==> config.mk <==
export PLATFORM = sky130hd
export DESIGN_NAME = ab_boot_slot_selector_unit
export DESIGN_NICKNAME = d
export VERILOG_FILES = /design/src/rtl/abss_pkg.sv /design/src/rtl/abss_seq.sv /design/src/rtl/ab_boot_slot_selector_unit.sv
export VERILOG_INCLUDE_DIRS = /design/src /design/src/rtl
export SDC_FILE = /design/constraint.sdc
export NUM_CORES = 1
export LEC_CHECK = 0
export BUFFER_PORTS_ARGS = -buffer_cell sky130_fd_sc_hd__buf_2
export CAP_MARGIN = 40
export CORE_MARGIN = 2
export CORE_UTILIZATION = 55
export CTS_BUF_LIST = sky130_fd_sc_hd__clkbuf_2
export CTS_CLUSTER_SIZE = 16
export DETAILED_ROUTE_END_ITERATION = 10
export PLACE_DENSITY_LB_ADDON = 0.2
export SYNTH_ARGS = -nofsm -noshare
export SYNTH_HDL_FRONTEND = slang
export SYNTH_SLANG_ARGS = --single-unit
==> constraint.sdc <==
create_clock -name clk_i -period 2.6 [get_ports clk_i]
set_clock_uncertainty 0.05 [all_clocks]
set_input_delay 0.13 -clock clk_i [delete_from_list [all_inputs] [get_ports clk_i]]
set_output_delay 0.13 -clock clk_i [all_outputs]
set_load 0.01 [all_outputs]
==> src/rtl/ab_boot_slot_selector_unit_defines.svh <==
// assertion macros for the boot slot selector
`ifndef AB_BOOT_SLOT_SELECTOR_UNIT_DEFINES_SVH
`define AB_BOOT_SLOT_SELECTOR_UNIT_DEFINES_SVH

`ifndef NO_ASSERTIONS
// checked on every clock edge outside reset
`define ABSS_ASSERT(lbl, prop, msg) \
  lbl: assert property (@(posedge clk_i) disable iff (!rst_ni) prop) else $error(msg);
// checked on every clock edge, reset included
`define ABSS_ASSERT_ALWAYS(lbl, prop, msg) \
  lbl: assert property (@(posedge clk_i) prop) else $error(msg);
`else
`define ABSS_ASSERT(lbl, prop, msg)
`define ABSS_ASSERT_ALWAYS(lbl, prop, msg)
`endif

`endif

==> src/rtl/abss_pkg.sv <==
package abss_pkg;

  // operation codes
  localparam logic [1:0] OP_ACTIVATE   = 2'd0;
  localparam logic [1:0] OP_FIND_BOOT  = 2'd1;
  localparam logic [1:0] OP_GET_ACTIVE = 2'd2;
  localparam logic [1:0] OP_MARK_OK    = 2'd3;

  // result status codes
  localparam logic [1:0] ST_OK       = 2'd0;
  localparam logic [1:0] ST_BAD_SLOT = 2'd1;
  localparam logic [1:0] ST_NO_TABLE = 2'd2;
  localparam logic [1:0] ST_NONE     = 2'd3;

  // record constants
  localparam logic [3:0] PRI_TOP    = 4'd15;
  localparam logic [3:0] PRI_SECOND = 4'd14;
  localparam logic [2:0] TRIES_MAX  = 3'd7;

  // datapath actions, one per microcode step
  typedef enum logic [3:0] {
    ACT_SET_CHK,
    ACT_SET_LOOP,
    ACT_SET_END,
    ACT_FIND_CHK,
    ACT_FIND_SCAN,
    ACT_FIND_CHKF,
    ACT_FIND_UPD,
    ACT_FIND_END,
    ACT_GET_SCAN,
    ACT_GET_END,
    ACT_MARK
  } act_e;

  // microcode addresses
  localparam logic [3:0] UA_SET_CHK   = 4'd0;
  localparam logic [3:0] UA_SET_LOOP  = 4'd1;
  localparam logic [3:0] UA_SET_END   = 4'd2;
  localparam logic [3:0] UA_FIND_CHK  = 4'd3;
  localparam logic [3:0] UA_FIND_SCAN = 4'd4;
  localparam logic [3:0] UA_FIND_CHKF = 4'd5;
  localparam logic [3:0] UA_FIND_UPD  = 4'd6;
  localparam logic [3:0] UA_FIND_END  = 4'd7;
  localparam logic [3:0] UA_GET_SCAN  = 4'd8;
  localparam logic [3:0] UA_GET_END   = 4'd9;
  localparam logic [3:0] UA_MARK      = 4'd10;

  // one control word: action, repeat over all slots, last step of the program
  typedef struct packed {
    act_e act;
    logic loop;
    logic fin;
  } uword_t;

  // control from sequencer to datapath
  typedef struct packed {
    act_e act;
    logic run;
    logic fin;
  } ctrl_t;

  function automatic uword_t ucode_rom(input logic [3:0] addr);
    uword_t w;
    unique case (addr)
      UA_SET_CHK:   w = '{act: ACT_SET_CHK,   loop: 1'b0, fin: 1'b0};
      UA_SET_LOOP:  w = '{act: ACT_SET_LOOP,  loop: 1'b1, fin: 1'b0};
      UA_SET_END:   w = '{act: ACT_SET_END,   loop: 1'b0, fin: 1'b1};
      UA_FIND_CHK:  w = '{act: ACT_FIND_CHK,  loop: 1'b0, fin: 1'b0};
      UA_FIND_SCAN: w = '{act: ACT_FIND_SCAN, loop: 1'b1, fin: 1'b0};
      UA_FIND_CHKF: w = '{act: ACT_FIND_CHKF, loop: 1'b0, fin: 1'b0};
      UA_FIND_UPD:  w = '{act: ACT_FIND_UPD,  loop: 1'b1, fin: 1'b0};
      UA_FIND_END:  w = '{act: ACT_FIND_END,  loop: 1'b0, fin: 1'b1};
      UA_GET_SCAN:  w = '{act: ACT_GET_SCAN,  loop: 1'b1, fin: 1'b0};
      UA_GET_END:   w = '{act: ACT_GET_END,   loop: 1'b0, fin: 1'b1};
      UA_MARK:      w = '{act: ACT_MARK,      loop: 1'b0, fin: 1'b1};
      default:      w = '{act: ACT_MARK,      loop: 1'b0, fin: 1'b1};
    endcase
    return w;
  endfunction

  function automatic logic [3:0] ucode_entry(input logic [1:0] op);
    logic [3:0] a;
    unique case (op)
      OP_ACTIVATE:   a = UA_SET_CHK;
      OP_FIND_BOOT:  a = UA_FIND_CHK;
      OP_GET_ACTIVE: a = UA_GET_SCAN;
      OP_MARK_OK:    a = UA_MARK;
      default:       a = UA_MARK;
    endcase
    return a;
  endfunction

endpackage

==> src/rtl/abss_seq.sv <==
module abss_seq #(
  parameter int SLOT_COUNT = 2
) (
  input  logic                          clk_i,
  input  logic                          rst_ni,
  input  logic                          start_i,
  input  logic [1:0]                    op_i,
  input  logic                          hold_i,
  input  logic                          fail_i,
  output abss_pkg::ctrl_t               ctrl_o,
  output logic [$clog2(SLOT_COUNT)-1:0] ptr_o,
  output logic                          busy_o
);

  localparam int PtrW = $clog2(SLOT_COUNT);
  localparam logic [PtrW-1:0] PtrLast = PtrW'(SLOT_COUNT - 1);

  logic [3:0]      upc_q, upc_d;
  logic [PtrW-1:0] ptr_q, ptr_d;
  logic            busy_q, busy_d;
  abss_pkg::uword_t word;
  logic            ends;
  logic            run;

  // current control word
  assign word = abss_pkg::ucode_rom(upc_q);
  assign ends = fail_i || word.fin;
  assign run  = busy_q && !(ends && hold_i);

  assign ctrl_o = '{act: word.act, run: run, fin: word.fin};
  assign ptr_o  = ptr_q;
  assign busy_o = busy_q;

  // step counter and slot pointer
  always_comb begin
    upc_d  = upc_q;
    ptr_d  = ptr_q;
    busy_d = busy_q;
    if (start_i) begin
      busy_d = 1'b1;
      upc_d  = abss_pkg::ucode_entry(op_i);
      ptr_d  = '0;
    end else if (run) begin
      if (ends) begin
        busy_d = 1'b0;
      end else if (word.loop && ptr_q != PtrLast) begin
        ptr_d = ptr_q + 1'b1;
      end else begin
        upc_d = upc_q + 4'd1;
        ptr_d = '0;
      end
    end
  end

  always_ff @(posedge clk_i or negedge rst_ni) begin
    if (!rst_ni) begin
      upc_q  <= abss_pkg::UA_SET_CHK;
      ptr_q  <= '0;
      busy_q <= 1'b0;
    end else begin
      upc_q  <= upc_d;
      ptr_q  <= ptr_d;
      busy_q <= busy_d;
    end
  end

endmodule

==> src/rtl/ab_boot_slot_selector_unit.sv <==
// channel  direction  handshake                 payload
// in       input      in_valid_i / in_stall_o   operation_i, slot_index_i, signature_ok_i
// out      output     out_valid_o / out_stall_i status_o, chosen_slot_o
//
// one command at a time, one slot record per cycle; reset clears every record at once
// activate checks the slot, writes every record and sets the table valid; find_boot checks the table,
// scans every record, checks the pick and updates the records; get_active scans every record
// a failed check ends the program early with bad slot, no table or no pick
// a new command is taken while the last result still waits
// a program stalls on its final step until the output register is free
`include "ab_boot_slot_selector_unit_defines.svh"

module ab_boot_slot_selector_unit #(
  parameter int SLOT_COUNT = 2
) (
  input  logic       clk_i,
  input  logic       rst_ni,
  input  logic       in_valid_i,
  output logic       in_stall_o,
  input  logic [1:0] operation_i,
  input  logic [2:0] slot_index_i,
  input  logic [7:0] signature_ok_i,
  output logic       out_valid_o,
  input  logic       out_stall_i,
  output logic [1:0] status_o,
  output logic [2:0] chosen_slot_o
);

  localparam int PtrW = $clog2(SLOT_COUNT);

  // slot table
  logic                  tv_q;
  logic [SLOT_COUNT-1:0] boot_q;
  logic [SLOT_COUNT-1:0] succ_q;
  logic [3:0]            pri_q   [SLOT_COUNT];
  logic [2:0]            tries_q [SLOT_COUNT];

  // command and search registers
  logic [2:0]            slot_q;
  logic [SLOT_COUNT-1:0] sig_q;
  logic                  found_q, found_d;
  logic [PtrW-1:0]       best_q, best_d;
  logic [3:0]            best_pri_q, best_pri_d;

  // result register
  logic       out_valid_q;
  logic [1:0] status_q, status_d;
  logic [2:0] chosen_q, chosen_d;

  abss_pkg::ctrl_t ctrl;
  logic [PtrW-1:0] ptr;
  logic            busy;
  logic            hold;
  logic            in_xfer;
  logic            out_xfer;
  logic            fail;
  logic [1:0]      fail_status;
  logic            res_load;

  // record at the pointer
  logic       cur_boot;
  logic       cur_succ;
  logic [3:0] cur_pri;
  logic [2:0] cur_tries;
  logic       slot_ok;
  logic       ptr_is_slot;
  logic       qual;

  // table writes
  logic            tv_set;
  logic [PtrW-1:0] w_idx;
  logic            boot_we, succ_we, pri_we, tries_we;
  logic            boot_wd, succ_wd;
  logic [3:0]      pri_wd;
  logic [2:0]      tries_wd;

  assign in_stall_o = busy;
  assign in_xfer    = in_valid_i && !in_stall_o;
  assign out_xfer   = out_valid_q && !out_stall_i;
  assign hold       = out_valid_q && out_stall_i;

  abss_seq #(
    .SLOT_COUNT(SLOT_COUNT)
  ) u_seq (
    .clk_i  (clk_i),
    .rst_ni (rst_ni),
    .start_i(in_xfer),
    .op_i   (operation_i),
    .hold_i (hold),
    .fail_i (fail),
    .ctrl_o (ctrl),
    .ptr_o  (ptr),
    .busy_o (busy)
  );

  // record read and per-slot tests
  assign cur_boot    = boot_q[ptr];
  assign cur_succ    = succ_q[ptr];
  assign cur_pri     = pri_q[ptr];
  assign cur_tries   = tries_q[ptr];
  assign slot_ok     = {1'b0, slot_q} < 4'(SLOT_COUNT);
  assign ptr_is_slot = 3'(ptr) == slot_q;
  assign qual        = (cur_pri != 4'd0) &&
                       (cur_succ || (cur_tries != 3'd0 && sig_q[ptr]));

  // early exits
  always_comb begin
    fail        = 1'b0;
    fail_status = abss_pkg::ST_OK;
    unique case (ctrl.act)
      abss_pkg::ACT_SET_CHK: begin
        fail        = !slot_ok;
        fail_status = abss_pkg::ST_BAD_SLOT;
      end
      abss_pkg::ACT_FIND_CHK: begin
        fail        = !tv_q;
        fail_status = abss_pkg::ST_NO_TABLE;
      end
      abss_pkg::ACT_FIND_CHKF, abss_pkg::ACT_GET_END: begin
        fail        = !found_q;
        fail_status = abss_pkg::ST_NONE;
      end
      abss_pkg::ACT_MARK: begin
        fail        = !slot_ok || !tv_q;
        fail_status = !slot_ok ? abss_pkg::ST_BAD_SLOT : abss_pkg::ST_NO_TABLE;
      end
      default: begin
        fail        = 1'b0;
        fail_status = abss_pkg::ST_OK;
      end
    endcase
  end

  // search state and table updates per step
  always_comb begin
    found_d    = found_q;
    best_d     = best_q;
    best_pri_d = best_pri_q;
    tv_set     = 1'b0;
    w_idx      = ptr;
    boot_we    = 1'b0;
    succ_we    = 1'b0;
    pri_we     = 1'b0;
    tries_we   = 1'b0;
    boot_wd    = 1'b0;
    succ_wd    = 1'b0;
    pri_wd     = 4'd0;
    tries_wd   = 3'd0;
    if (in_xfer) begin
      found_d = 1'b0;
    end else if (ctrl.run) begin
      unique case (ctrl.act)
        abss_pkg::ACT_SET_LOOP: begin
          if (ptr_is_slot) begin
            {boot_we, succ_we, pri_we, tries_we} = 4'b1111;
            boot_wd  = 1'b1;
            pri_wd   = abss_pkg::PRI_TOP;
            tries_wd = abss_pkg::TRIES_MAX;
          end else if (!tv_q) begin
            {boot_we, succ_we, pri_we, tries_we} = 4'b1111;
          end else if (cur_pri == abss_pkg::PRI_TOP) begin
            pri_we = 1'b1;
            pri_wd = abss_pkg::PRI_SECOND;
          end
        end
        abss_pkg::ACT_SET_END: begin
          tv_set = 1'b1;
        end
        abss_pkg::ACT_FIND_SCAN: begin
          // ascending scan with >= keeps ties on the higher index
          if (qual && (!found_q || cur_pri >= best_pri_q)) begin
            found_d    = 1'b1;
            best_d     = ptr;
            best_pri_d = cur_pri;
          end
        end
        abss_pkg::ACT_FIND_UPD: begin
          // slots ranked ahead of the pick all failed: zero their priority
          if (ptr == best_q) begin
            if (!cur_succ) begin
              tries_we = 1'b1;
              tries_wd = cur_tries - 3'd1;
            end
          end else if ({cur_pri, ptr} > {best_pri_q, best_q}) begin
            pri_we = 1'b1;
            pri_wd = 4'd0;
          end
        end
        abss_pkg::ACT_GET_SCAN: begin
          if (!found_q && cur_boot && cur_pri == abss_pkg::PRI_TOP) begin
            found_d = 1'b1;
            best_d  = ptr;
          end
        end
        abss_pkg::ACT_MARK: begin
          if (!fail) begin
            w_idx   = slot_q[PtrW-1:0];
            succ_we = 1'b1;
            succ_wd = 1'b1;
          end
        end
        default: begin
        end
      endcase
    end
  end

  // result of the program
  assign res_load = ctrl.run && (fail || ctrl.fin);

  always_comb begin
    status_d = abss_pkg::ST_OK;
    chosen_d = 3'd0;
    if (fail) begin
      status_d = fail_status;
    end else if (ctrl.act == abss_pkg::ACT_SET_END || ctrl.act == abss_pkg::ACT_MARK) begin
      chosen_d = slot_q;
    end else begin
      chosen_d = 3'(best_q);
    end
  end

  // slot table registers
  always_ff @(posedge clk_i or negedge rst_ni) begin
    if (!rst_ni) begin
      tv_q   <= 1'b0;
      boot_q <= '0;
      succ_q <= '0;
      for (int i = 0; i < SLOT_COUNT; i++) begin
        pri_q[i]   <= 4'd0;
        tries_q[i] <= 3'd0;
      end
    end else begin
      if (tv_set) begin
        tv_q <= 1'b1;
      end
      if (boot_we) begin
        boot_q[w_idx] <= boot_wd;
      end
      if (succ_we) begin
        succ_q[w_idx] <= succ_wd;
      end
      if (pri_we) begin
        pri_q[w_idx] <= pri_wd;
      end
      if (tries_we) begin
        tries_q[w_idx] <= tries_wd;
      end
    end
  end

  // command capture and search registers
  always_ff @(posedge clk_i) begin
    if (in_xfer) begin
      slot_q <= slot_index_i;
      sig_q  <= signature_ok_i[SLOT_COUNT-1:0];
    end
    best_q     <= best_d;
    best_pri_q <= best_pri_d;
    if (res_load) begin
      status_q <= status_d;
      chosen_q <= chosen_d;
    end
  end

  always_ff @(posedge clk_i or negedge rst_ni) begin
    if (!rst_ni) begin
      found_q     <= 1'b0;
      out_valid_q <= 1'b0;
    end else begin
      found_q <= found_d;
      if (res_load) begin
        out_valid_q <= 1'b1;
      end else if (out_xfer) begin
        out_valid_q <= 1'b0;
      end
    end
  end

  assign out_valid_o   = out_valid_q;
  assign status_o      = status_q;
  assign chosen_slot_o = chosen_q;

  // checks
  `ABSS_ASSERT(a_result_from_program, $rose(out_valid_q) |-> $past(busy), "result without a command")
  `ABSS_ASSERT(a_idle_after_result, res_load |=> !busy, "sequencer still busy after result")
  `ABSS_ASSERT(a_table_stays_valid, $past(tv_q) |-> tv_q, "table valid flag dropped")
  `ABSS_ASSERT(a_no_load_while_held, res_load |-> !hold, "result overwritten while stalled")
  `ABSS_ASSERT_ALWAYS(a_fail_zero_slot, (res_load && fail) |-> (chosen_d == 3'd0), "failed result names a slot")

endmodule
== Word-level counts from Yosys, hierarchy flattened ==
Memory sizes are Yosys's and may differ from the RTL's.
Cells that the tools add are included.

* Input port bits: 17
* Output and inout bits: 7
* ROM bits: 96
* Memories kept: 1
* Logic and storage cells: 196
* Bits in registers: 42

* Bitwise gates (word level): 5
* Multiplexer cells: 96
* Reduce and logical (&&, ||, !) cells: 42
* $add $sub $neg: 3
* $lt $le $gt $ge: 9
* Equality and inequality tests: 21

{| class="wikitable"
|+ Memories
! name !! depth !! width !! read ports !! clocked after Yosys merged registers in !! wr ports !! line !! text
|-
| (no name shown) || 16 || 6 || 1 || 0 || 0 || abss_pkg.sv:64 || <nowiki>unique case (addr)</nowiki>
|}

{| class="wikitable"
|+ Operator list
! operator !! number
|-
| 2-to-1 mux 1 bit || 56
|-
| 2-to-1 mux 4 bit || 14
|-
| 2-to-1 mux 3 bit || 9
|-
| equality test 4 bit (second input constant) || 4
|-
| case mux 4 bit (4 select lines) || 1
|-
| logical AND 1 bit || 14
|-
| equality test 4 x 3 -> 1 bit (second input constant) || 3
|-
| case mux 1 bit (2 select lines) || 5
|-
| bitwise mux 8 bit || 1
|-
| equality test 4 x 2 -> 1 bit (second input constant) || 2
|-
| inequality test 2 bit (second input constant) || 4
|-
| case mux 2 bit (4 select lines) || 1
|-
| AND reduction 4 bit || 2
|-
| nonzero test 2 bit || 4
|-
| bitwise mux 6 bit || 1
|-
| logical NOT 1 bit || 6
|-
| inequality test 3 bit (second input constant) || 2
|-
| case mux 3 bit (2 select lines) || 1
|-
| nonzero test 3 bit || 2
|-
| > comparator 5 bit || 1
|-
| logical OR 1 bit || 5
|-
| AND reduction 5 bit || 1
|-
| adder 4 x 1 -> 4 bit (second input constant) || 1
|-
| bitwise mux 2 bit || 2
|-
| other kinds (26) || 34
|}

== Longest topological paths before layout ==
Gate-level depths: netlist of run 1.

* Word-level depth: 16
* Depth in mapped cells: 11
* Mapped depth without buffers: 10

== Cells and area by module ==
Synthesis of run 1 repeated with hierarchy kept, for this count alone.

* Cell total of the unflattened synthesis: 227
* Area total of the unflattened synthesis: 2457.4 um^2

{| class="wikitable"
|+ Modules (own cells, without submodules)
! module !! area an instance (um^2) !! cells an instance !! times used
|-
| ab_boot_slot_selector_unit || 1918.1 || 169 || 1
|-
| abss_seq || 539.3 || 58 || 1
|}

== Worst setup path after synthesis of run 1 ==
Ideal clock, no wire load.

* Kind: register to register
* Start point: reg u_seq.upc_q[1]
* End point: reg tries_q[0] in the netlist's numbering
* Setup time: 0.128 ns
* Path slack: -0.180 ns
* Stages on the path, launching flop included: 10
* Period minus slack after synthesis: 2.780 ns
* Buffers on the path: 1
* Data arrival time: 2.603 ns
* Cell sequence: dfrtp_1 > clkbuf_1 > inv_1 > ha_1 > nand2b_1 > a311oi_2 > nor2_1 > a21o_1 > a221oi_4 > mux2_1

* Cells in the longest elaborated chain, start to end: 16
* Elaborated cells on any way between the ends: 31

{| class="wikitable"
|+ RTL lines
! element !! line !! text
|-
| from (decl) || abss_seq.sv:18 || <nowiki>logic [3:0] upc_q, upc_d;</nowiki>
|-
| from (signal assigned) || abss_seq.sv:57 || <nowiki>upc_q <= abss_pkg::UA_SET_CHK;</nowiki>
|-
| from (signal assigned) || abss_seq.sv:61 || <nowiki>upc_q <= upc_d;</nowiki>
|-
| memory read (16 x 6 bit) * || - ||
|-
| equality test 4 x 3 -> 1 bit / equality test 4 bit (equally long branches) || ab_boot_slot_selector_unit.sv:110 || <nowiki>unique case (ctrl.act)</nowiki>
|-
| OR reduction 2 bit || ab_boot_slot_selector_unit.sv:110 ||
|-
| case mux 1 bit (4 select lines) || ab_boot_slot_selector_unit.sv:110 ||
|-
| logical OR 1 bit || abss_seq.sv:27 || <nowiki>assign ends = fail_i || word.fin;</nowiki>
|-
| logical AND 1 bit || abss_seq.sv:28 || <nowiki>assign run = busy_q && !(ends && hold_i);</nowiki>
|-
| logical NOT 1 bit || abss_seq.sv:28 ||
|-
| logical AND 1 bit || abss_seq.sv:28 ||
|-
| 2-to-1 mux 1 bit || ab_boot_slot_selector_unit.sv:151 || <nowiki>end else if (ctrl.run) begin</nowiki>
|-
| 2-to-1 mux 1 bit || ab_boot_slot_selector_unit.sv:149 || <nowiki>if (in_xfer) begin</nowiki>
|-
| inverter 1 -> 2 bit (not written as such) || ab_boot_slot_selector_unit.sv:247 || <nowiki>tries_q[w_idx] <= tries_wd;</nowiki>
|-
| >= comparator 2 bit (not written as such) / less-than comparator 2 x 1 -> 1 bit (equally long branches) || ab_boot_slot_selector_unit.sv:247 ||
|-
| logical AND 1 bit (not written as such) || ab_boot_slot_selector_unit.sv:247 ||
|-
| 2-to-1 mux 3 bit (not written as such) || ab_boot_slot_selector_unit.sv:247 ||
|-
| demux 3 bit (select 1 bit) || ab_boot_slot_selector_unit.sv:247 ||
|-
| bitwise mux 6 bit || ab_boot_slot_selector_unit.sv:247 ||
|-
| to (signal, indexed assignment) || ab_boot_slot_selector_unit.sv:247 ||
|-
| to (decl) || ab_boot_slot_selector_unit.sv:36 || <nowiki>logic [2:0] tries_q [SLOT_COUNT];</nowiki>
|}

Mark *: on every way between the ends. The rest lies on a longest branch, timed or not.
A chain may end at the register's enable or synchronous reset.

== Worst setup path after layout of run 1 ==
* Start point: reg u_seq.upc_q[3]
* End point: reg tries_q[2] in the netlist's numbering

The elaborated chain is that of the path after synthesis.

==> metrics, run 1 <==
clock sink count 36; Cell Pwr Density 1030 nW/um^2; largest family of logic cells by synthesized area compound AO/OA/AOI/OAI gates; r2r setup slk between 0.07 and 0.08 ns; htree depth 2; share of cells above drive strength 1 a little under a third; Post-synth EDFFs 13; Yosys reg bits 36; dpl ws -0.0593 ns; cell breakdown of the critical path or3_1 -> or3_4 -> a31o_4 -> a21o_4 -> a221oi_4 -> mux2_4; core area 3740 um^2; clock root buffer master clkbuf_2; cell count of the worst reg-to-reg path 6; Mapped Area around 2200 um^2; first-pass GRT wire length around 8.4 mm; routed vias 1840; initial core utilization 58.2%; Nets roughly 290; static leakage 0.00118 uW; worst min-delay path class in -> async; clock-pin slew on the worst setup and hold paths ~0.18 ns; initial DRC count about 140; status finished, final reports clean; Synth Net Count between 200 and 250; DR top layer met4; sequential share of the synthesized area roughly 44%; compound-gate portion of the synthesized area approximately 17%; DR DRC count 0; Die Span Y around 67 um; final setup violation count 0; Syn Inst Count between 200 and 250; xor/xnor share of the synthesized area 0.804%; CP bufs+invs 0; total CTS buffers 5; met3 routed WL around 330 um; drt pass-1 iters 5; # diodes 0; DR vias/cell roughly 5.9; final hold slack 0.175 ns; DP HPWL about 3.7 mm; GPL Wtd Cong between 0.8 and 0.9; Top FF cell, synth dfrtp_1; Slew headroom between 60% and 70%; Worst setup SP type register; Ys Warns 0; delay-heaviest family, CP compound AO/OA/AOI/OAI gates; Total Routing Usage GR approximately 26%; WP data required 2.86 ns; syn_area_per_cell 10.4 um^2; io pins 24; num rows 22; final setup margin around 0.075 ns; Max VDD drop 719 uV; crit-path max cell delay 0.43 ns; final core occ a little under three quarters; mux share of post-synthesis cell area between 10% and 20%; final-report hold violation count 0; Area Overhead vs Synth 22.7%; simple-gate share of the synthesized area 16.8%; Worst setup EP type register; initial antenna violation count 0; Final Max Slew Viols 0; CP Data Arrival Time 2.78 ns; Tmin final roughly 2.5 ns; synthesized-area fraction occupied by adder cells 5.74%; post-synthesis async set-or-reset flop share ~64%; die width approximately 67 um; Final Power 2760 uW; Least-Margin Pin Slew between 0.5 and 0.6 ns; clock latency on the worst-skew pair around 0.4 ns; final WL slightly above 5 mm; slowest CP cell dfrtp_1; Max Root-Sink Buffers 2; period utilization roughly 100%; WL/cell between 15 and 20 um; cell count along the critical path 6; M1 WL ~2.2 mm; Die ar. 4480 um^2; Fin Setup TNS 0 ns; Synth cell types between 50 and 60; Fmax achieved about 400 MHz; vias in the first global route roughly 1800; total global routing overflow 0; count of input and output buffers 17; Routed Antenna Nets 0; CTS tree built; routed wl met2 roughly 2.5 mm; Max-Cap Viols 0; WS Path Type reg -> reg; CP Max Fanout 5; largest net degree at the start of global routing 24
==> cells by family after synthesis <==
group | after synthesis
AO/OA/AOI/OAI | 51
AND/OR/NAND/NOR | 67
flip-flops | 36
adder cells (fa/ha/maj) | 10
XOR/XNOR | 2
multiplexers | 22
buffers and inverters | 21
==> Yosys cell counts (4+ instances only) <==
| master | n | area (um^2) |
|---|---|---|
| ha_1 | 10 | 125 |
| nand2_1 | 13 | 48.8 |
| a21o_1 | 4 | 30.0 |
| a21oi_1 | 14 | 70.1 |
| mux2_2 | 9 | 101 |
| edfxtp_1 | 13 | 390 |
| clkbuf_1 | 5 | 18.8 |
| nand3b_1 | 7 | 52.6 |
| mux2i_1 | 8 | 80.1 |
| nand4_1 | 4 | 25.0 |
| nand2b_1 | 4 | 25.0 |
| o21ai_0 | 6 | 30.0 |
| nand3_1 | 4 | 20.0 |
| inv_1 | 13 | 48.8 |
| dfrtp_1 | 23 | 576 |
| mux2_1 | 5 | 56.3 |
| nor2_1 | 14 | 52.6 |
| and3_1 | 4 | 25.0 |
==> cell usage in the layout (no fill, tap or decap), types with 3 or more instances in the layout <==
master and count:
mux2i_1 8, and3_1 4, a21o_1 3, mux2_4 3, edfxtp_1 13, nand3b_1 7, ha_1 9, nor3_1 3
dlygate4sd3_1 9, and2_1 3, nand2b_1 4, buf_2 17, mux2_2 9, inv_1 12, buf_4 27, nor2_1 12
o21ai_0 5, nand4_1 4, dfrtp_1 21, clkbuf_2 8, a21oi_1 14, nand2_1 13, nand3_1 3
==> routing by layer <==
metal  GRT usage, %  vias to the layer above
met2           42.0                       71
met5              0                        -
met4           9.95                        0
met1           33.8                      885
li1               -                      876
met3           5.24                        8
==> flip-flops by register name (all words and copies together), names as in the netlist, 2 cells and up <==
signal,count
sig_q,2
u_seq.upc_q,4
slot_q,3
pri_q,4
chosen_slot_o,3
boot_q,2
succ_q,2
status_o,2
best_pri_q,2
tries_q,6
==> power breakdown <==
| part | switching, uW | internal (uW) | total, uW |
|---|---|---|---|
| Sequential | 138 | 793 | 931 |
| Clock | 181 | 73.3 | 255 |
| Combinational | 838 | 736 | 1570 |
| Total | 1160 | 1600 | 2760 |
==> through the flow <==
| step | area, um^2 | std cells |
|---|---|---|
| finish | 2670 | 311 |
| global route | 2670 | 311 |
| CTS | 2600 | 306 |
| detailed placement | 2460 | 289 |
| global placement | 2460 | 289 |
| floorplan | 2180 | 209 |
==> timing repair <==
item / in CTS / in global routing
hold buffers: 9 / 0
gates resized for setup: 4 / 12
endpoints found under the hold margin: 32 / 0
setup endpoints to repair: 6 / 13
buffers inserted: 0 / 5
pin swaps: 1 / 3
==> path summary, 6_finish.rpt <==
check                                        endpoint                        from
min reg2reg                     succ_q[1]$_DFFE_PN0P_       succ_q[1]$_DFFE_PN0P_
min                        u_seq.upc_q[1]$_DFFE_PN0P_                      rst_ni
max in group asynchronous     u_seq.ptr_o$_DFFE_PN0P_                      rst_ni
max                            tries_q[2]$_DFFE_PN0P_  u_seq.upc_q[3]$_DFFE_PN0P_
min in group clk_i            out_valid_o$_DFFE_PN0P_                 out_stall_i
max reg2reg                    tries_q[2]$_DFFE_PN0P_  u_seq.upc_q[3]$_DFFE_PN0P_
==> final cells by class <==
| type | count | area, um^2 |
|---|---|---|
| tap | 48 | 60.1 |
| sequential | 36 | 968 |
| timing repair buffer | 54 | 383 |
| multi-input combinational | 152 | 1170 |
| clock buffer | 7 | 35.0 |
| clock inverter | 1 | 5.00 |
| inverter | 13 | 48.8 |
| fill | 297 | 1070 |
(Power assumes the default switching activity.)
==> run 2: changes to the inputs <==
--- a/config.mk
+++ b/config.mk
@@ -13,7 +13,7 @@
 export CTS_BUF_LIST = sky130_fd_sc_hd__clkbuf_2
 export CTS_CLUSTER_SIZE = 16
 export DETAILED_ROUTE_END_ITERATION = 10
-export PLACE_DENSITY_LB_ADDON = 0.2
+export PLACE_DENSITY = 0.79
 export SYNTH_ARGS = -nofsm -noshare
 export SYNTH_HDL_FRONTEND = slang
 export SYNTH_SLANG_ARGS = --single-unit
==> metrics, run 2 (synthesized netlist as in run 1, its figures left out) <==
core area 3740 um^2 (unchanged); Post-Layout Cell Count 311 (unchanged); Final Power 2860 uW (+3.8%); DR DRC count 0 (unchanged); Least-Margin Pin Slew 0.526 ns (-0.0285 ns); clock-pin slew on the worst setup and hold paths 0.20 ns (+0.02 ns); Total Routing Usage GR 23.9% (-2.0 points); met3 GRT Util 5.24% (unchanged); period utilization 98.0% (+0.84 points); total CTS buffers 5 (unchanged); htree depth 2 (unchanged); GPL Wtd Cong 0.865 (-1.1%); Max-Cap Viols 0 (unchanged); die width 66.9 um (unchanged); initial antenna violation count 0 (unchanged); Die Span Y 66.9 um (unchanged); # diodes 0 (unchanged); layer with the highest usage met2; largest net degree at the start of global routing 24 (unchanged); WP data required 2.85 ns (about the same); CTS tree built; num rows 22 (unchanged); met1 Usage GRT 32.5% (-1.3 points); first-pass GRT wire length 7.78 mm (-7.3%); routed vias 1753 (-4.7%); Area Overhead vs Synth 24.9%; Largest register FFs 6 (unchanged); clock latency on the worst-skew pair 0.41 ns (about the same); Largest regs tries_q: 6 flops, pri_q: 4 flops, u_seq.upc_q: 4 flops; vias in the first global route 1669 (-6.2%); status finished, final reports clean; met2 usage 38.0% (-4.0 points); Routed Antenna Nets 0 (unchanged); clock sink count 36 (unchanged); Max VDD drop 726 uV (+1.0%); WS Path Type reg -> reg; Fmax achieved 393 MHz (-0.85%); clock root buffer master clkbuf_2; Cell Pwr Density 1050 nW/um^2 (+2.0%); Worst setup EP type register; count of input and output buffers 17 (unchanged); Final Max Slew Viols 0 (unchanged); most common cell after layout, fill and taps aside buf_4; Slew headroom 65.0% (+1.9 points); DR vias/cell 5.64 (-4.7%); DP HPWL 3.53 mm (-5.3%); RSZ-0062 raised after global routing yes; final-report hold violation count 0 (unchanged); Tmin final 2.55 ns (+0.0218 ns); total global routing overflow 0 (unchanged); commonest non-fill, non-tap cells in the layout 27 x buf_4, 20 x dfrtp_1, 17 x buf_2, 14 x a21oi_1; Filler cells 305 (+2.7%); placed insts 291 (+0.69%); CP Data Arrival Time 2.80 ns (+0.02 ns); Die ar. 4480 um^2 (unchanged); WL/cell 15.4 um (-7.0%); largest reg by FF count tries_q; initial DRC count 150 (+4.9%); share of cells above drive strength 1 32.3% (+1.1 points); drt pass-1 iters 4 (-1); initial core utilization 58.2% (unchanged); worst min-delay path class in -> async; final WL 4.80 mm (-7.0%); final setup violation count 0 (unchanged); Worst setup SP type register; static leakage 0.00119 uW (+0.86%); io pins 24 (unchanged); Max Root-Sink Buffers 2 (unchanged); Nets 289 (unchanged); CP Max Fanout 5 (unchanged)
[run 2: changes by cell type in the layout (fill, tap and decap cells not counted), sizes merged]
cell / before / now
buf: 44 / 45
clkbuf: 8 / 6
bufinv: 0 / 1
[run 2: cell type report]
cell class / instances / area [um^2] / area share, %
Clock buffer: 6 / 30.0 / 1.10
Clock inverter: 2 / 35.0 / 1.29
Inverter: 13 / 48.8 / 1.79
Multi-Input combinational cell: 152 / 1180 / 43.3
Sequential cell: 36 / 970 / 35.6
Tap cell: 48 / 60.1 / 2.21
Timing Repair Buffer: 54 / 398 / 14.6
[run 2: where the power goes]
part	total, uW	switching, uW	internal (uW)
clock network	356	191	165
logic	1580	826	755
registers	926	132	795
total	2860	1150	1710
[run 2: stage by stage]
stage          hold WS (ns)  area [um^2]  utilization [%]  setup slack, ns  TNS, ns
2_1_floorplan        -0.216         2180                -          0.00493        0
3_3_place_gp         0.0864         2480             66.4          0.00858        0
3_5_place_dp         0.0899         2480             66.4          -0.0663   -0.188
4_1_cts               0.167         2650             70.8          0.00649        0
5_1_grt               0.159         2720             72.7          -0.0149  -0.0381
6_report              0.141         2720             72.7           0.0532        0
[run 2: final timing paths]
kind	start	to	slack, ns	depth (start not counted)
min	rst_ni	found_q$_DFFE_PN0P_	0.14	2
min in group clk_i	out_stall_i	out_valid_o$_DFFE_PN0P_	0.18	3
max	u_seq.upc_q[3]$_DFFE_PN0P_	tries_q[2]$_DFFE_PN0P_	0.05	6
min reg2reg	tries_q[3]$_DFFE_PN0P_	tries_q[3]$_DFFE_PN0P_	0.48	1
max in group asynchronous	rst_ni	u_seq.ptr_o$_DFFE_PN0P_	1.95	2
max reg2reg	u_seq.upc_q[3]$_DFFE_PN0P_	tries_q[2]$_DFFE_PN0P_	0.05	6
[run 2: per-layer routing]
metal | up-vias | share of wire [%]
met4 | 0 | 1.2
met1 | 837 | 48
li1 | 882 | -
met3 | 5 | 3.2
met2 | 29 | 48
met5 | - | 0
[run 2: worst max-delay path: stages, from the launching register on]
cell and delay, ns:
dfrtp_1 0.46, or3_4 0.40, or3_4 0.35, a31o_4 0.26, a21o_4 0.23, a221oi_4 0.35, mux2_4 0.33
[run 2: timing repair]
action	in CTS	in global routing
hold buffers	9	0
endpoints found under the setup margin	4	11
setup buffers	0	3
endpoints found under the hold margin	32	0
pin swaps	0	4
gates cloned	0	0
gates resized for setup	3	17
==> run 3: changes to the inputs <==
--- a/config.mk
+++ b/config.mk
@@ -6,14 +6,15 @@
 export SDC_FILE = /design/constraint.sdc
 export NUM_CORES = 1
 export LEC_CHECK = 0
-export BUFFER_PORTS_ARGS = -buffer_cell sky130_fd_sc_hd__buf_2
 export CAP_MARGIN = 40
+export CORE_ASPECT_RATIO = 1.75
 export CORE_MARGIN = 2
-export CORE_UTILIZATION = 55
+export CORE_UTILIZATION = 59
 export CTS_BUF_LIST = sky130_fd_sc_hd__clkbuf_2
 export CTS_CLUSTER_SIZE = 16
 export DETAILED_ROUTE_END_ITERATION = 10
-export PLACE_DENSITY = 0.79
+export DONT_BUFFER_PORTS = 1
+export PLACE_DENSITY = 0.78
 export SYNTH_ARGS = -nofsm -noshare
 export SYNTH_HDL_FRONTEND = slang
 export SYNTH_SLANG_ARGS = --single-unit
==> constraint.sdc (replaced) <==
create_clock -name clk_i -period 2.6 [get_ports clk_i]
set_clock_uncertainty 0.05 [all_clocks]
set_input_delay 0.52 -clock clk_i [delete_from_list [all_inputs] [get_ports clk_i]]
set_output_delay 0.52 -clock clk_i [all_outputs]
set_load 0.01 [all_outputs]
==> metrics, run 3 (synthesized netlist as in run 1, its figures left out) <==
commonest non-fill, non-tap cells in the layout 21 x dfrtp_1, 18 x buf_4, 14 x a21oi_1; Tmin final 2.63 ns (+0.0835 ns); CP Data Arrival Time 2.86 ns (+0.06 ns); cell count of the worst reg-to-reg path 7 (+1); drt pass-1 iters 4 (unchanged); Area Overhead vs Synth 14.4%; dpl ws -0.122 ns (-0.0558 ns); Largest regs tries_q: 6 flops, pri_q: 4 flops, u_seq.upc_q: 4 flops; Largest register FFs 6 (unchanged); initial core utilization 60.6% (+2.5 points); Slew headroom 64.9% (about the same); largest reg by FF count tries_q; clock sink count 36 (unchanged); Seq pwr share 35.1% (+2.8 points); static leakage 0.00106 uW (-11%); Internal Power 1580 uW (-7.6%); Max VDD drop 592 uV (-19%); placed cell area 2310 um^2 (-7.0%); Least-Margin Pin Slew 0.524 ns (-0.00160 ns); largest net degree at the start of global routing 24 (unchanged); DR vias/cell 6.40 (+14%); total global routing overflow 0 (unchanged); layer with the highest usage met2; core area 3590 um^2 (-4.0%); num rows 29 (+32%); Total Routing Usage GR 25.0% (+1.2 points); final hold slack 0.167 ns (+0.0265 ns); Filler cells 253 (-17%); io pins 24 (unchanged); routed vias 1774 (+1.2%); final setup margin -0.0303 ns (-0.0835 ns); Routed Antenna Nets 0 (unchanged); Die ar. 4210 um^2 (-6.0%); status complete, but fails checks; total CTS buffers 5 (unchanged); clock latency on the worst-skew pair 0.38 ns (-0.03 ns); WS Path Type reg -> reg; CP Max Fanout 5 (unchanged); RSZ-0062 raised after global routing yes; area taken by multi-input logic gates 1180 um^2 (-0.21%); Logic pwr share 52.0% (-3.2 points); met1 Usage GRT 24.5% (-8.0 points); count of input and output buffers 0 (-17); design area 2490 um^2 (-8.4%); GPL Wtd Cong 0.925 (+6.9%); Final Power 2720 uW (-4.9%); DR DRC count 0 (unchanged); final WL 5.19 mm (+8.1%); sequential cell area 968 um^2 (-0.13%); # diodes 0 (unchanged); clock-pin slew on the worst setup and hold paths 0.18 ns (-0.02 ns); most common cell after layout, fill and taps aside dfrtp_1; Worst setup EP type register; worst min-delay path class in -> reg; final setup violation count 3 (+3); met3 GRT Util 4.27% (-0.97 points); CTS tree built; period utilization 101% (+3.2 points); hold path cells 0; Worst setup SP type register; failing checks negative setup slack; Nets 257 (-11%); Die Span Y 84.4 um (+26%); share of cells above drive strength 1 25.1% (-7.2 points); first-pass GRT wire length 7.94 mm (+2.1%); Max-Cap Viols 0 (unchanged); DP HPWL 3.74 mm (+5.9%); WL/cell 18.7 um (+21%); Net Switching 1140 uW (-0.95%); clock root buffer master clkbuf_2; initial DRC count 90 (-40%); htree depth 2 (unchanged); met2 usage 45.2% (+7.2 points); final-report hold violation count 0 (unchanged); die width 49.9 um (-25%); initial antenna violation count 0 (unchanged); Max Root-Sink Buffers 2 (unchanged); vias in the first global route 1769 (+6.0%); Cell Pwr Density 1090 nW/um^2 (+3.8%); Fmax achieved 380 MHz (-3.2%); Clk pwr share 12.9% (+0.5 points); Final Max Slew Viols 0 (unchanged); Sw Ratio 41.8% (+1.7 points); WP data required 2.82 ns (-0.03 ns)
==> run 3: changes by cell type in the layout (fill, tap and decap cells not counted), moves of 2 or more <==
cell,delta
buf_2,-16
buf_4,-9
dlygate4sd3_1,-8
ha_1,+2
ha_2,-2
==> run 3: per-layer routing <==
layer / up-vias / part of all wire (%)
li1: 818 / -
met2: 68 / 55
met1: 861 / 35
met4: 0 / 5.8
met3: 27 / 3.8
met5: - / 0
==> run 3: what timing repair did <==
item | in CTS | in global routing
endpoints found under the setup margin | 10 | 11
gates resized for setup | 4 | 13
setup buffers | 0 | 5
hold buffers | 1 | 0
pin swaps | 0 | 3
endpoints found under the hold margin | 23 | 0
==> run 3: final timing paths <==
check | startpoint | slack, ns | endpoint
max reg2reg | u_seq.upc_q[0]$_DFFE_PN0P_ | -0.03 | tries_q[2]$_DFFE_PN0P_
min reg2reg | succ_q[1]$_DFFE_PN0P_ | 0.48 | succ_q[1]$_DFFE_PN0P_
max | u_seq.upc_q[0]$_DFFE_PN0P_ | -0.03 | tries_q[2]$_DFFE_PN0P_
min in group asynchronous | rst_ni | 0.47 | pri_q[2]$_DFFE_PN0P_
max in group asynchronous | rst_ni | 1.54 | tries_q[2]$_DFFE_PN0P_
min | slot_index_i[2] | 0.17 | slot_q[2]$_DFFE_PP_
==> run 3: power by group through the flow <==
stage          registers (uW)  logic, uW  clock network [uW]
2_1_floorplan             923        934                   0
3_3_place_gp              954       1220                   0
3_5_place_dp              964       1260                   0
4_1_cts                   952       1300                 356
5_1_grt                   975       1540                 378
6_report                  957       1420                 350
==> run 3: cell type report <==
class / instances / area share [%]
multi-input cells: 152 / 47.2
clock inverters: 2 / 1.41
well taps: 46 / 2.31
flip-flops and latches: 36 / 38.9
clock buffers: 6 / 1.20
repair buffers: 22 / 7.08
inverters: 13 / 1.96
==> run 3: worst max-delay path, stage by stage, from the launching register on <==
cell and delay [ns]:
dfrtp_2 0.48, buf_6 0.13, or3_4 0.33, or3_4 0.35, a31o_4 0.26, a21o_4 0.22, a221oi_4 0.36, mux2_4 0.34
==> run 3: stage by stage <==
stage / std cells / TNS [ns] / utilization, %
floorplan: 209 / 0 / -
global placement: 262 / -0.0367 / 64.3
detailed placement: 262 / -0.446 / 64.3
CTS: 271 / 0 / 66.8
global route: 277 / -0.170 / 69.4
finish: 277 / -0.0805 / 69.4
